[config.mk]
export PLATFORM = sky130hd
export DESIGN_NAME = stx_etx_escape_deframer_ring
export DESIGN_NICKNAME = d
export VERILOG_FILES = /design/src/sv/stxdef_pkg.sv /design/src/sv/stxdef_front.sv /design/src/sv/stxdef_queue.sv /design/src/sv/stxdef_back.sv /design/src/sv/stx_etx_escape_deframer_ring.sv
export SDC_FILE = /design/constraint.sdc
export NUM_CORES = 1
export LEC_CHECK = 0
export BUFFER_PORTS_ARGS = -buffer_cell sky130_fd_sc_hd__buf_4
export CAP_MARGIN = 0
export CORE_MARGIN = 1.5
export CORE_UTILIZATION = 50
export CTS_CLUSTER_DIAMETER = 120
export DETAILED_ROUTE_END_ITERATION = 7
export PLACE_DENSITY = 0.63
export SYNTH_ARGS = -nofsm -noshare
export SYNTH_HDL_FRONTEND = slang
export SYNTH_SLANG_ARGS = --single-unit
[constraint.sdc]
create_clock -name clk -period 7.7 [get_ports clk]
set_input_delay 0.385 -clock clk [delete_from_list [all_inputs] [get_ports clk]]
set_output_delay 0.385 -clock clk [all_outputs]
set_load 0.1 [all_outputs]
[src/sv/stxdef_pkg.sv]
// ---------------------------------------------------------------------------
// stxdef_pkg
// Shared types and constants for the STX/ETX escape deframer with its ring.
// ---------------------------------------------------------------------------
`default_nettype none

package stxdef_pkg;

  // default ring size
  localparam int RING_DEPTH_DEF = 64;

  // control characters on the serial line
  localparam logic [7:0] CH_STX = 8'h02;
  localparam logic [7:0] CH_ETX = 8'h03;
  localparam logic [7:0] CH_ESC = 8'h1B;

  // reported frame state codes
  localparam logic [1:0] FS_AWAIT = 2'd0;
  localparam logic [1:0] FS_FRAME = 2'd1;
  localparam logic [1:0] FS_ESC   = 2'd2;
  localparam logic [1:0] FS_DONE  = 2'd3;

  // item kinds
  typedef enum logic [1:0] {
    OP_RX   = 2'd0,
    OP_POP  = 2'd1,
    OP_PEEK = 2'd2,
    OP_SKIP = 2'd3
  } op_t;

  // class of a received byte
  typedef enum logic [1:0] {
    BC_OTHER = 2'd0,
    BC_STX   = 2'd1,
    BC_ETX   = 2'd2,
    BC_ESC   = 2'd3
  } bclass_t;

  // parser state, one-hot
  typedef enum logic [3:0] {
    PS_AWAIT = 4'b0001,
    PS_FRAME = 4'b0010,
    PS_ESC   = 4'b0100,
    PS_DONE  = 4'b1000
  } pstate_t;

  // input transfer
  typedef struct packed {
    logic [1:0] kind;
    logic [7:0] rx_byte;
    logic [7:0] offset;
  } in_t;

  // result transfer
  typedef struct packed {
    logic [7:0] read_data;
    logic       read_valid;
    logic       byte_stored;
    logic       is_empty;
    logic       is_full;
    logic [1:0] frame_state;
  } out_t;

  // classified item held in the queue
  typedef struct packed {
    op_t        op;
    bclass_t    bclass;
    logic [7:0] rx_byte;
    logic [7:0] offset;
    logic [7:0] off_quot;
  } item_t;

endpackage

`default_nettype wire

[src/sv/stxdef_front.sv]
// ---------------------------------------------------------------------------
// stxdef_front
// Classifies an incoming transfer: decodes its kind, the class of the
// received byte, and the quotient of the offset by the ring depth.
// ---------------------------------------------------------------------------
`default_nettype none

module stxdef_front
  import stxdef_pkg::*;
#(
  parameter int RING_DEPTH = RING_DEPTH_DEF
) (
  input  in_t   in_data,
  output item_t item
);

  // reciprocal of the depth, scaled by 2^16, rounded down
  localparam int RECIP = 65536 / RING_DEPTH;
  localparam logic [23:0] RECIP_W = 24'(RECIP);

  logic [23:0] prod;

  // offset quotient estimate, at most one below the true value
  assign prod = {16'b0, in_data.offset} * RECIP_W;

  // byte classification and field pass-through
  always_comb begin
    item          = '0;
    item.op       = op_t'(in_data.kind);
    item.rx_byte  = in_data.rx_byte;
    item.offset   = in_data.offset;
    item.off_quot = prod[23:16];
    if (in_data.rx_byte == CH_STX) begin
      item.bclass = BC_STX;
    end else if (in_data.rx_byte == CH_ETX) begin
      item.bclass = BC_ETX;
    end else if (in_data.rx_byte == CH_ESC) begin
      item.bclass = BC_ESC;
    end else begin
      item.bclass = BC_OTHER;
    end
  end

endmodule

`default_nettype wire

[src/sv/stxdef_queue.sv]
// ---------------------------------------------------------------------------
// stxdef_queue
// Two-entry queue between the classifier and the execution side.
// ---------------------------------------------------------------------------
`default_nettype none

module stxdef_queue
  import stxdef_pkg::*;
(
  input  logic  clk,
  input  logic  rst_n,
  input  logic  push,
  input  item_t push_item,
  output logic  full,
  input  logic  pop,
  output logic  not_empty,
  output item_t head
);

  item_t      entry_r [2];
  logic [1:0] cnt_r, cnt_nxt;
  logic       wr_ptr_r, rd_ptr_r;

  assign full      = (cnt_r == 2'd2);
  assign not_empty = (cnt_r != 2'd0);
  assign head      = entry_r[rd_ptr_r];

  // occupancy
  always_comb begin
    cnt_nxt = cnt_r;
    if (push && !pop) begin
      cnt_nxt = cnt_r + 2'd1;
    end else if (pop && !push) begin
      cnt_nxt = cnt_r - 2'd1;
    end
  end

  // pointers and count
  always_ff @(posedge clk) begin
    if (!rst_n) begin
      cnt_r    <= '0;
      wr_ptr_r <= 1'b0;
      rd_ptr_r <= 1'b0;
    end else begin
      cnt_r <= cnt_nxt;
      if (push) begin
        wr_ptr_r <= ~wr_ptr_r;
      end
      if (pop) begin
        rd_ptr_r <= ~rd_ptr_r;
      end
    end
  end

  // storage
  always_ff @(posedge clk) begin
    if (push) begin
      entry_r[wr_ptr_r] <= push_item;
    end
  end

endmodule

`default_nettype wire

[src/sv/stxdef_back.sv]
// ---------------------------------------------------------------------------
// stxdef_back
// Executes classified items: runs the frame parser, owns the ring memory
// and its pointers, and holds the result register.
// ---------------------------------------------------------------------------
`default_nettype none

module stxdef_back
  import stxdef_pkg::*;
#(
  parameter int RING_DEPTH = RING_DEPTH_DEF
) (
  input  logic  clk,
  input  logic  rst_n,
  input  logic  q_valid,
  input  item_t q_item,
  output logic  q_pop,
  output logic  out_valid,
  input  logic  out_stall,
  output out_t  out_data
);

  localparam int PTR_W = $clog2(RING_DEPTH);
  localparam logic [PTR_W-1:0] LAST = PTR_W'(RING_DEPTH - 1);
  localparam logic [PTR_W-1:0] ONE  = PTR_W'(1);
  localparam logic [9:0] DEPTH_W = 10'(RING_DEPTH);

  logic [7:0] ring_mem [RING_DEPTH];

  logic [PTR_W-1:0] wp_r, wp_nxt, rp_r, rp_nxt;
  logic             full_r, full_nxt;
  pstate_t          ps_r, ps_nxt;

  logic             out_valid_r;
  out_t             out_meta_r, meta_nxt;
  logic [7:0]       rd_data_r;
  logic             rd_sel_r;

  logic             fire, empty, store, rd_en;
  logic [PTR_W-1:0] wp_inc, rp_inc, off_ptr, rd_addr;
  logic [9:0]       qd, rem0, rem1, sum;

  assign fire  = q_valid && (!out_valid_r || !out_stall);
  assign q_pop = fire;
  assign empty = !full_r && (wp_r == rp_r);

  assign wp_inc = (wp_r == LAST) ? '0 : wp_r + ONE;
  assign rp_inc = (rp_r == LAST) ? '0 : rp_r + ONE;

  // offset modulo depth, then read pointer plus offset modulo depth
  assign qd   = {2'b0, q_item.off_quot} * DEPTH_W;
  assign rem0 = {2'b0, q_item.offset} - qd;
  assign rem1 = (rem0 >= DEPTH_W) ? rem0 - DEPTH_W : rem0;
  assign sum  = {{(10 - PTR_W){1'b0}}, rp_r} + rem1;
  always_comb begin
    if (sum >= DEPTH_W) begin
      off_ptr = PTR_W'(sum - DEPTH_W);
    end else begin
      off_ptr = sum[PTR_W-1:0];
    end
  end

  // parser and ring pointer update
  always_comb begin
    wp_nxt   = wp_r;
    rp_nxt   = rp_r;
    full_nxt = full_r;
    ps_nxt   = ps_r;
    store    = 1'b0;
    rd_en    = 1'b0;
    rd_addr  = rp_r;
    case (q_item.op)
      OP_RX: begin
        case (ps_r)
          PS_AWAIT: begin
            case (q_item.bclass)
              BC_STX:  ps_nxt = PS_FRAME;
              BC_ETX:  ps_nxt = PS_DONE;
              BC_ESC:  ps_nxt = PS_ESC;
              default: ps_nxt = PS_AWAIT;
            endcase
          end
          PS_FRAME: begin
            case (q_item.bclass)
              BC_ETX:  ps_nxt = PS_DONE;
              BC_ESC:  ps_nxt = PS_ESC;
              default: store  = 1'b1;
            endcase
          end
          PS_ESC: begin
            store  = 1'b1;
            ps_nxt = PS_FRAME;
          end
          default: ps_nxt = ps_r;
        endcase
        if (store) begin
          wp_nxt   = wp_inc;
          rp_nxt   = full_r ? rp_inc : rp_r;
          full_nxt = (wp_inc == (full_r ? rp_inc : rp_r));
        end
      end
      OP_POP: begin
        if (!empty) begin
          rd_en    = 1'b1;
          rp_nxt   = rp_inc;
          full_nxt = 1'b0;
        end
      end
      OP_PEEK: begin
        rd_en   = 1'b1;
        rd_addr = off_ptr;
      end
      default: begin
        rp_nxt   = off_ptr;
        full_nxt = 1'b0;
        ps_nxt   = PS_AWAIT;
      end
    endcase
  end

  // result fields other than the read byte
  always_comb begin
    meta_nxt             = '0;
    meta_nxt.read_valid  = rd_en;
    meta_nxt.byte_stored = store;
    meta_nxt.is_full     = full_nxt;
    meta_nxt.is_empty    = !full_nxt && (wp_nxt == rp_nxt);
    case (ps_nxt)
      PS_AWAIT: meta_nxt.frame_state = FS_AWAIT;
      PS_FRAME: meta_nxt.frame_state = FS_FRAME;
      PS_ESC:   meta_nxt.frame_state = FS_ESC;
      PS_DONE:  meta_nxt.frame_state = FS_DONE;
      default:  meta_nxt.frame_state = FS_AWAIT;
    endcase
  end

  // control state
  always_ff @(posedge clk) begin
    if (!rst_n) begin
      wp_r        <= '0;
      rp_r        <= '0;
      full_r      <= 1'b0;
      ps_r        <= PS_AWAIT;
      out_valid_r <= 1'b0;
    end else begin
      if (fire) begin
        wp_r   <= wp_nxt;
        rp_r   <= rp_nxt;
        full_r <= full_nxt;
        ps_r   <= ps_nxt;
      end
      if (fire) begin
        out_valid_r <= 1'b1;
      end else if (!out_stall) begin
        out_valid_r <= 1'b0;
      end
    end
  end

  // result register
  always_ff @(posedge clk) begin
    if (fire) begin
      out_meta_r <= meta_nxt;
      rd_sel_r   <= rd_en;
    end
  end

  // ring memory, registered read
  always_ff @(posedge clk) begin
    if (fire && store) begin
      ring_mem[wp_r] <= q_item.rx_byte;
    end
    if (fire && rd_en) begin
      rd_data_r <= ring_mem[rd_addr];
    end
  end

  assign out_valid = out_valid_r;

  always_comb begin
    out_data           = out_meta_r;
    out_data.read_data = rd_sel_r ? rd_data_r : 8'h00;
  end

endmodule

`default_nettype wire

[src/sv/stx_etx_escape_deframer_ring.sv]
// ---------------------------------------------------------------------------
// stx_etx_escape_deframer_ring
// STX/ETX/escape deframer feeding a receive ring with pop, peek and skip.
// ---------------------------------------------------------------------------
// Input channel (in_valid, in_stall, in_data): one transfer is a received
// byte, a pop, a peek at an offset from the oldest byte, or a skip that
// moves the read pointer and rearms the parser. Every transfer gives exactly
// one result on the output channel (out_valid, out_stall, out_data), in order.
// An input transfer is stored in the queue, then executed into the result
// register, from which its result is shown until it is taken.
// Throughput: one transfer per cycle, sustained while out_stall is low; the
// single execution unit owning the ring pointers and one memory port sets it.
// A two-entry queue sits between classifier and execution unit, and the
// result register is held while out_stall is high; in_stall rises only when
// the queue is full, so up to three items can be in flight during a stall.
// Reset (rst_n low, synchronous) empties the ring and the queue and returns
// the parser to awaiting start. Ring contents are not cleared: a peek of a
// never-written entry returns an unspecified byte.
// ---------------------------------------------------------------------------
`default_nettype none

module stx_etx_escape_deframer_ring
  import stxdef_pkg::*;
#(
  parameter int RING_DEPTH = RING_DEPTH_DEF
) (
  input  logic clk,
  input  logic rst_n,
  input  logic in_valid,
  output logic in_stall,
  input  in_t  in_data,
  output logic out_valid,
  input  logic out_stall,
  output out_t out_data
);

  item_t cls_item, head_item;
  logic  q_full, q_not_empty, q_pop;

  // classification
  stxdef_front #(
    .RING_DEPTH(RING_DEPTH)
  ) u_front (
    .in_data (in_data),
    .item    (cls_item)
  );

  assign in_stall = q_full;

  // decoupling queue
  stxdef_queue u_queue (
    .clk       (clk),
    .rst_n     (rst_n),
    .push      (in_valid && !q_full),
    .push_item (cls_item),
    .full      (q_full),
    .pop       (q_pop),
    .not_empty (q_not_empty),
    .head      (head_item)
  );

  // execution
  stxdef_back #(
    .RING_DEPTH(RING_DEPTH)
  ) u_back (
    .clk       (clk),
    .rst_n     (rst_n),
    .q_valid   (q_not_empty),
    .q_item    (head_item),
    .q_pop     (q_pop),
    .out_valid (out_valid),
    .out_stall (out_stall),
    .out_data  (out_data)
  );

endmodule

`default_nettype wire

# Word level (Yosys, flattened, before mapping)
# Memory sizes are Yosys's and may differ from the RTL's. A register that Yosys moved wholly into a read port is not among the register bits.
# Index checks and enable logic that the tools add are counted.
# Widths: inputs -> output; s select.
# totals
inputBits	22
output_inout_bits	16
wordCells	108
n_memories	2
reg_bits	28
ram_bits	556
# op_classes
n_mux	39
bitwise_logic	2
magnitude_cmp	2
n_reduce_logical	21
n_addsub	8
eq_ne	21
# mem_list
name	words	width	rd	rd_ports_with_merged_regs	write_ports	line	source
u_back.ring_mem	64	8	1	1	1	stxdef_back.sv:28	logic [7:0] ring_mem [RING_DEPTH];
u_queue.entry_r	2	22	1	1	1	stxdef_queue.sv:20	item_t entry_r [2];
# ops
op	count
$mux 6	9
$pmux 4 s3	2
$ge 10x7->1 const B	2
$eq 6x6->1	3
$pmux 6 s3	1
$eq 8x2->1 const B	2
$pmux 4 s2	2
$mux 1	14
$add 6x1->6 const B	2
$eq 6x6->1 const B	2
$add 6x10->10	1
$mux 10	1
$mux 2	5
$sub 10x7->10 const B	1
$sub 8x10->10	1
$eq 2x2->1 const B	4
$eq 4x2->1 const B	2
$eq 4x3->1 const B	2
$eq 8x5->1 const B	1
$logic_and 1x1->1	8
$mux 8	1
$logic_not 1->1	7
$pmux 2 s3	1
$sub 6x1->6 const B	1
other kinds (13)	18

# Logic depth before layout (Yosys ltp)
# Gate-level depths: netlist of the first run.
# logic_depth
word_depth	9
depth_mapped	15
ltp_nobuf	10

# By module
# Synthesis of the first run repeated with hierarchy kept, for this count alone.
# unflattened
cells_unflattened	1952
area_unflattened_um2	25847.3
# by_module_without_submodules
mod	area_per_inst_um2	seq_area_each_um2	instances	cells_per_inst
stxdef_back	23332.4	16155.5	1	1809
stxdef_queue	2245.9	1781.7	1	109
stxdef_front	255.2	0.0	1	33
stx_etx_escape_deframer_ring	13.8	0.0	1	1

# Least setup slack after synthesis of the first run
# OpenSTA, ideal clock, no wires.
# synth_path
kind	flip-flop to flip-flop
from	register with a tool-made name
to	register u_back.rd_data_r[0], read port of u_back.ring_mem (data pin)
arrival_ns	3.390
required_ns	7.426
setup_slack_ns	4.036
period_less_slack_ns	3.664
stages_incl_launch_ff	15
setup_time_ns	0.274
path_cell_list	dfxtp_1 -> buf_4 -> buf_1 -> mux2_2 -> ha_1 -> fa_1 -> mux2i_1 -> buf_4 -> buf_2 -> mux4_2 -> and2_1 -> a211oi_1 -> a31oi_1 -> a211oi_1 -> a31oi_1
# synth_lines
item	line	source
end: declaration	stxdef_back.sv:36	logic [7:0] rd_data_r;

==> impl_metrics.env, run 1 <==
export IMPL_netlist_area_um2=24400
export IMPL_drc=0
export IMPL_gp_congestion=0.837
export IMPL_final_cell_mix="edfxtp_1, nand2_1, mux4_2"
export IMPL_max_vdd_ir_drop_mv=0.305
export IMPL_grt_max_degree=83
export IMPL_post_dp_hpwl_um=30500
export IMPL_tightest_slew_ns=1.24
export IMPL_hold_buffers=16
export IMPL_ant_nets=0
export IMPL_grt_setup_unrepaired="false"
export IMPL_synth_area_leader_cell="edfxtp_1"
export IMPL_avgSynthCellArea_um2=17.5
export IMPL_core_um2=47900
export IMPL_cts_tree="yes"
export IMPL_layoutNonFillerInstCount=2100
export IMPL_ys_ff_latch=585
export IMPL_htree_levels=2
export IMPL_grt_overflow=0
export IMPL_p_total_mw=10.5
export IMPL_fin_tns_setup_ns=0
export IMPL_maxCapViolCount=0
export IMPL_antenna_found_initial=0
export IMPL_syn_nets=1424
export IMPL_port_buffers=35
export IMPL_worstPathMaxFanout=22
export IMPL_fin_crit_sh_pct=73.1
export IMPL_critPathSlowestCell="dfxtp_1"
export IMPL_ys_seq_area_share_pct=71.2
export IMPL_skew_ns=0.0290
export IMPL_setup_worst_path_start_class="register"
export IMPL_async_flop_share_pct=0
export IMPL_endpoint="u_back.rd_data_r[7]$_DFFE_PP_"
export IMPL_drt_iter0_drc=1087
export IMPL_yosys_warnings=0
export IMPL_vias=12682
export IMPL_numCtsBuffers=58
export IMPL_cts_root_buf="clkbuf_16"
export IMPL_cts_reportedPaths_clkPinSlew_ns=0.06
export IMPL_dpl_cell_count=1975
export IMPL_cpPeakStageDelay_ns=0.94
export IMPL_num_fill_cells=3627
export IMPL_setup_viol=0
export IMPL_final_common_cell="edfxtp_1"
export IMPL_wire_per_inst_um=25.4
export IMPL_drtPass1Iterations=5
export IMPL_grt_pass1_wl_um=80500
export IMPL_status="complete, no violations"
export IMPL_r2r_end="u_back.rd_data_r[7]$_DFFE_PP_"
export IMPL_finalCriticalPeriod_ns=5.63
export IMPL_finalHoldViolCount=0
export IMPL_crit_type="register to register"
export IMPL_drive_gt1_share_pct=21.2
export IMPL_hold_class="input pin to register"
export IMPL_worstPathArrival_ns=5.99
export IMPL_die_area_um2=50100
export IMPL_viasPerCell=6.04
export IMPL_cts_buffer_depth=3
export IMPL_synth_edf_count=562
export IMPL_chipWidth_um=224
export IMPL_synth_top_area_share_pct=69.3
export IMPL_clkLatencyLatePin_ns=0.64
export IMPL_cts_setup_buffers=0
export IMPL_reg2reg_slack_ns=2.07
export IMPL_rows=80
export IMPL_syn2layout_area_growth_pct=12.1
export IMPL_postLayoutCellArea_um2=27300
export IMPL_crit_chain="mux2i_1 -> ha_1 -> mux2i_4 -> buf_12 -> buf_4 -> mux4_2 -> and2_1 -> a211oi_1 -> a311oi_1 -> a211oi_1 -> a31oi_1"
export IMPL_synthCells=1389
export IMPL_postPlaceCellArea_um2=25200
export IMPL_leakage_nw=8.82
export IMPL_grtUsageTotal_pct=21.8
export IMPL_synth_distinct_cells=74
export IMPL_cts_resized=0
export IMPL_postRouteWirelength_um=53400
export IMPL_slew_headroom_pct=17.1
export IMPL_cts_sinks=585
export IMPL_r2r_cells=11
export IMPL_synthFlopType="edfxtp_1"
export IMPL_power_density_nw_per_um2=383
export IMPL_cpMostUsedCell="a211oi_1"
export IMPL_grt_pass1_vias=12731
export IMPL_max_freq_mhz=178
export IMPL_critPathCaptureType="register"
export IMPL_nets=1471
export IMPL_synthTopCellsByArea="edfxtp_1, mux4_2, nand2_1, dfxtp_1, nor2_1"
export IMPL_io_pin_count=38
export IMPL_die_h_um=224
export IMPL_drv_slew=0
export IMPL_initial_core_util_pct=50.8
export IMPL_required_ns=8.07
[cell families after synthesis]
| logic type | count (synthesis) | synth area share [%] |
|---|---|---|
| adder cells (fa/ha/maj) | 13 | 0.698 |
| XOR/XNOR | 32 | 1.21 |
| multiplexers | 156 | 13.2 |
| flip-flops | 585 | 71.2 |
| buffers and inverters | 100 | 2.29 |
| AND/OR/NAND/NOR | 335 | 6.50 |
| AO/OA/AOI/OAI | 168 | 4.99 |
[synthesized netlist by cell type (6+ instances only)]
master / count
buf_4: 11
clkbuf_1: 41
nor3_1: 8
a311o_1: 9
a211oi_1: 33
o21ai_0: 22
buf_6: 11
o211ai_1: 10
a21boi_0: 9
a311oi_1: 8
mux2i_1: 12
xor2_1: 8
nand2_1: 129
and2_1: 42
or3_1: 8
inv_1: 11
and3_1: 6
buf_2: 18
nand3_1: 20
a21o_1: 6
nor2_1: 84
nor2b_1: 8
mux4_2: 128
nand3b_1: 6
edfxtp_1: 562
ha_1: 12
xnor2_1: 23
mux2_2: 14
dfxtp_1: 23
a31oi_1: 23
a21oi_1: 13
[worst min-delay path by stage]
| stage | from | endpoint | slack [ns] | depth (start not counted) |
|---|---|---|---|---|
| 2_1_floorplan | in_data[8] | u_queue.entry_r[0][10]$_DFFE_PP_ | 0.48 | 0 |
| 3_3_place_gp | u_back.out_valid$_SDFFE_PN0P_ | u_back.out_valid$_SDFFE_PN0P_ | 0.52 | 2 |
| 3_5_place_dp | u_back.out_valid$_SDFFE_PN0P_ | u_back.out_valid$_SDFFE_PN0P_ | 0.52 | 2 |
| 4_1_cts | out_stall | u_back.out_valid$_SDFFE_PN0P_ | 0.05 | 3 |
| 5_1_grt | out_stall | u_back.out_valid$_SDFFE_PN0P_ | 0.07 | 3 |
| 6_report | out_stall | u_back.out_valid$_SDFFE_PN0P_ | 0.07 | 3 |
[layout make-up]
cell class	count	area, um2	share of cell area [%]
diodes	1	2.50	0.00916
inverters	13	51.3	0.188
repair buffers	74	633	2.32
clock buffers	63	1490	5.46
clock inverters	45	489	1.79
well taps	615	769	2.82
flip-flops and latches	585	17300	63.5
multi-input cells	704	6530	23.9
[where the power goes]
part / internal [mW] / total (mW) / switching, mW
clock network: 1.68 / 2.91 / 1.23
logic: 1.41 / 3.58 / 2.17
registers: 3.87 / 3.98 / 0.105
[metal layers]
metal  GRT usage, %  vias to the layer above  part of all wire [%]
li1               -                     5641                     -
met1           30.3                     6557                    42
met2           35.5                      388                    49
met3           4.35                       94                   6.4
met4           5.84                        2                   2.4
met5          0.880                        -                  0.11
[metrics by stage]
step / util (%) / hold WS (ns) / setup WS, ns
detailed placement: 52.5 / 0.523 / 2.02
finish: 56.9 / 0.0743 / 2.07
CTS: 56.9 / 0.0488 / 2.00
floorplan: - / 0.484 / 4.04
global placement: 52.5 / 0.517 / 2.06
global route: 56.9 / 0.0731 / 1.61
[sequential cells by signal, summed over array words and instances, names as in the netlist, named ones only]
register          flops
u_queue.wr_ptr_r      1
u_queue.cnt_r         2
u_back.rd_sel_r       1
u_back.out_data       5
u_back.ring_mem     512
u_back.wp_r           6
u_back.rd_data_r      8
u_back.full_r         1
u_back.out_valid      1
u_queue.rd_ptr_r      1
u_queue.entry_r      36
u_back.ps_r           4
u_back.rp_r           6
[critical path: cells and delay by family (launching register included)]
| kind | cells | cell delay, ns |
|---|---|---|
| adders and majority gates | 1 | 0.74 |
| DFF | 1 | 0.94 |
| AOI/OAI and AO/OA | 4 | 1.06 |
| and+or+nand+nor | 1 | 0.18 |
| buffers and inverters | 2 | 0.60 |
| muxes | 3 | 1.80 |
No activity file was read; power rests on OpenSTA's default activity.
==> run 2, diff against run 1 <==
Settings changed: ABC_AREA set to 1.
Clock period 7.7 ns to 5.3 ns, I/O delays scaled along.
==> impl_metrics.env, run 2 <==
export IMPL_p_int_mw=9.99
export IMPL_postRouteWirelength_um=64000
export IMPL_yosys_warnings=0
export IMPL_cpMostUsedCell="nand2_1"
export IMPL_drt_iter0_drc=1833
export IMPL_cp_top_family="buffers and inverters"
export IMPL_p_switching_mw=7.27
export IMPL_setup_viol=0
export IMPL_layout_setup_ws_ns=0.884
export IMPL_grt_setup_unrepaired="false"
export IMPL_drtPass1Iterations=5
export IMPL_skew_ns=0.0366
export IMPL_num_fill_cells=4145
export IMPL_max_vdd_ir_drop_mv=0.787
export IMPL_gr_usage_met2_pct=39.5
export IMPL_cts_root_buf="clkbuf_16"
export IMPL_critPathSlowestCell="buf_12"
export IMPL_numCtsBuffers=58
export IMPL_post_dp_hpwl_um=37000
export IMPL_synth_area_leader_cell="edfxtp_1"
export IMPL_use_met1_pct=36.5
export IMPL_ys_seq_area_share_pct=69.1
export IMPL_maxCapViolCount=0
export IMPL_antenna_found_initial=0
export IMPL_regMostFlops="u_back.ring_mem"
export IMPL_grt_overflow=0
export IMPL_max_freq_mhz=226
export IMPL_grt_busiest_layer="met2"
export IMPL_crit_type="register to register"
export IMPL_tightest_slew_ns=1.02
export IMPL_htree_levels=2
export IMPL_grt_pass1_wl_um=96500
export IMPL_syn2layout_area_growth_pct=11.6
export IMPL_setup_worst_path_start_class="register"
export IMPL_postLayoutCellArea_um2=28000
export IMPL_hold_buffers=18
export IMPL_viasPerCell=5.74
export IMPL_synth_common_cells="edfxtp_1, nor2_1, nand2_1, o21ai_0, nand3_1"
export IMPL_cts_reportedPaths_clkPinSlew_ns=0.06
export IMPL_slew_headroom_pct=31.6
export IMPL_nets=2303
export IMPL_cts_sinks=585
export IMPL_wire_per_inst_um=21.5
export IMPL_p_clk_share_pct=24.4
export IMPL_synthTopCellsByArea="edfxtp_1, nor2_1, nand2_1, o21ai_0, nand3_1"
export IMPL_die_h_um=227
export IMPL_multiInputGateArea_um2=6730
export IMPL_ys_ff_latch=585
export IMPL_io_pin_count=38
export IMPL_die_area_um2=51600
export IMPL_core_um2=49300
export IMPL_seq_area_um2=17300
export IMPL_grt_max_degree=169
export IMPL_fin_tns_setup_ns=0
export IMPL_gp_congestion=0.922
export IMPL_power_density_nw_per_um2=616
export IMPL_final_common_cell="edfxtp_1"
export IMPL_p_sw_share_pct=42.1
export IMPL_cts_buffer_depth=3
export IMPL_ant_nets=0
export IMPL_async_flop_share_pct=0
export IMPL_initial_core_util_pct=51.0
export IMPL_clkLatencyLatePin_ns=0.65
export IMPL_netlist_area_um2=25100
export IMPL_chipWidth_um=227
export IMPL_dp_slack_ns=1.00
export IMPL_synth_edf_count=562
export IMPL_drive_gt1_share_pct=8.63
export IMPL_synth_most_common_cell="edfxtp_1"
export IMPL_synthFlopType="edfxtp_1"
export IMPL_fin_crit_sh_pct=83.3
export IMPL_largest_reg_flops=512
export IMPL_required_ns=5.77
export IMPL_worstPathArrival_ns=4.89
export IMPL_grt_util_met3_pct=3.69
export IMPL_cpPeakStageDelay_ns=0.43
export IMPL_crit_chain="buf_4 -> inv_2 -> or2_2 -> o21ai_0 -> inv_1 -> ha_1 -> inv_2 -> nand2_1 -> nand2_4 -> buf_12 -> o21ai_0 -> inv_1 -> o21ai_0 -> nand3_1 -> nand2_1 -> nand2_1 -> nand2_1 -> o21ai_1 -> o21a_1"
export IMPL_grtUsageTotal_pct=25.2
export IMPL_final_cell_mix="edfxtp_1, nor2_1, nand2_1"
export IMPL_worstPathMaxFanout=168
export IMPL_leakage_nw=9.84
export IMPL_drv_slew=0
export IMPL_synth_top_area_share_pct=67.2
export IMPL_port_buffers=35
export IMPL_synthCells=2252
export IMPL_grt_pass1_vias=15893
export IMPL_comb_power_share_pct=41.6
export IMPL_critPathCaptureType="register"
export IMPL_cts_setup_buffers=0
export IMPL_syn_nets=2287
export IMPL_largest_registers="u_back.ring_mem x512, u_queue.entry_r x36, u_back.rd_data_r x8"
export IMPL_critPathBufInv=6
export IMPL_sequentialPowerShare_pct=34.1
export IMPL_drc=0
export IMPL_status="complete, no violations"
export IMPL_diodes=0
export IMPL_synth_distinct_cells=40
export IMPL_cts_tree="yes"
export IMPL_finalHoldViolCount=0
export IMPL_postPlaceCellArea_um2=25900
export IMPL_avgSynthCellArea_um2=11.1
export IMPL_rows=81
export IMPL_cts_resized=0
export IMPL_hold_class="input pin to register"
export IMPL_vias=17127
export IMPL_finalCriticalPeriod_ns=4.42
run 2: changes by cell type after synthesis, sizes merged, moves of 87 or more:
cell,previous run,this run
inv,12,99
mux4,128,0
nand2,130,341
nand3,20,148
nor2,84,416
o21ai,25,326
run 2: logic make-up (layout without fill, tap and decap cells):
logic type      after synthesis  in the layout  share of synthesized area [%]
flops                       585            585                           69.1
compound gates              483            483                           10.6
buf+inv                     230            296                           4.33
xor+xnor                      4              4                          0.140
simple gates                937            937                           15.2
fa+ha+maj                    13             13                          0.678
run 2: final cells by class:
type | count | area share (%)
clock buffer | 73 | 5.42
inverter | 99 | 1.34
tap | 664 | 2.97
multi-input combinational | 1437 | 24.0
clock inverter | 37 | 1.59
sequential | 585 | 61.9
timing repair buffer | 87 | 2.80
run 2: metal layers:
layer	routed length [um]	share of wire (%)	up-vias
li1	-	-	8031
met1	28100	44	8329
met2	29600	46	664
met3	4630	7.2	103
met4	1730	2.7	0
met5	0	0	-
run 2: power groups by stage:
stage	registers (mW)	logic [mW]	clock network (mW)
2_1_floorplan	6.08	4.71	0
3_3_place_gp	5.97	6.99	0
3_5_place_dp	5.97	7.08	0
4_1_cts	5.88	7.13	4.26
5_1_grt	5.90	7.83	4.43
6_report	5.88	7.17	4.21
run 2: final timing paths:
path / cells after the start / slack [ns] / end / start
max: 19 / 0.88 / u_back.rd_data_r[6]$_DFFE_PP_ / register
min: 5 / 0.12 / u_queue.wr_ptr_r$_SDFFE_PN0P_ / in_valid
max reg2reg: 19 / 0.88 / u_back.rd_data_r[6]$_DFFE_PP_ / register
min reg2reg: 1 / 0.48 / register / u_queue.rd_ptr_r$_SDFFE_PN0P_
run 2: stage by stage:
stage                     cells  util, %  hold WS (ns)  power [mW]
after floorplan            2252        -         0.364        10.8
after global placement     2854     52.5         0.436        13.0
after detailed placement   2854     52.5         0.455        13.1
after CTS                  2982     56.9        0.0799        17.3
after global routing       2982     56.9         0.168        18.2
final                      2982     56.9         0.118        17.3
run 2: tightest hold or removal path, cell delays in order:
cell	delay, ns
buf_4	0.07
o21ai_0	0.12
inv_1	0.10
o21ai_0	0.07
nor2_1	0.08
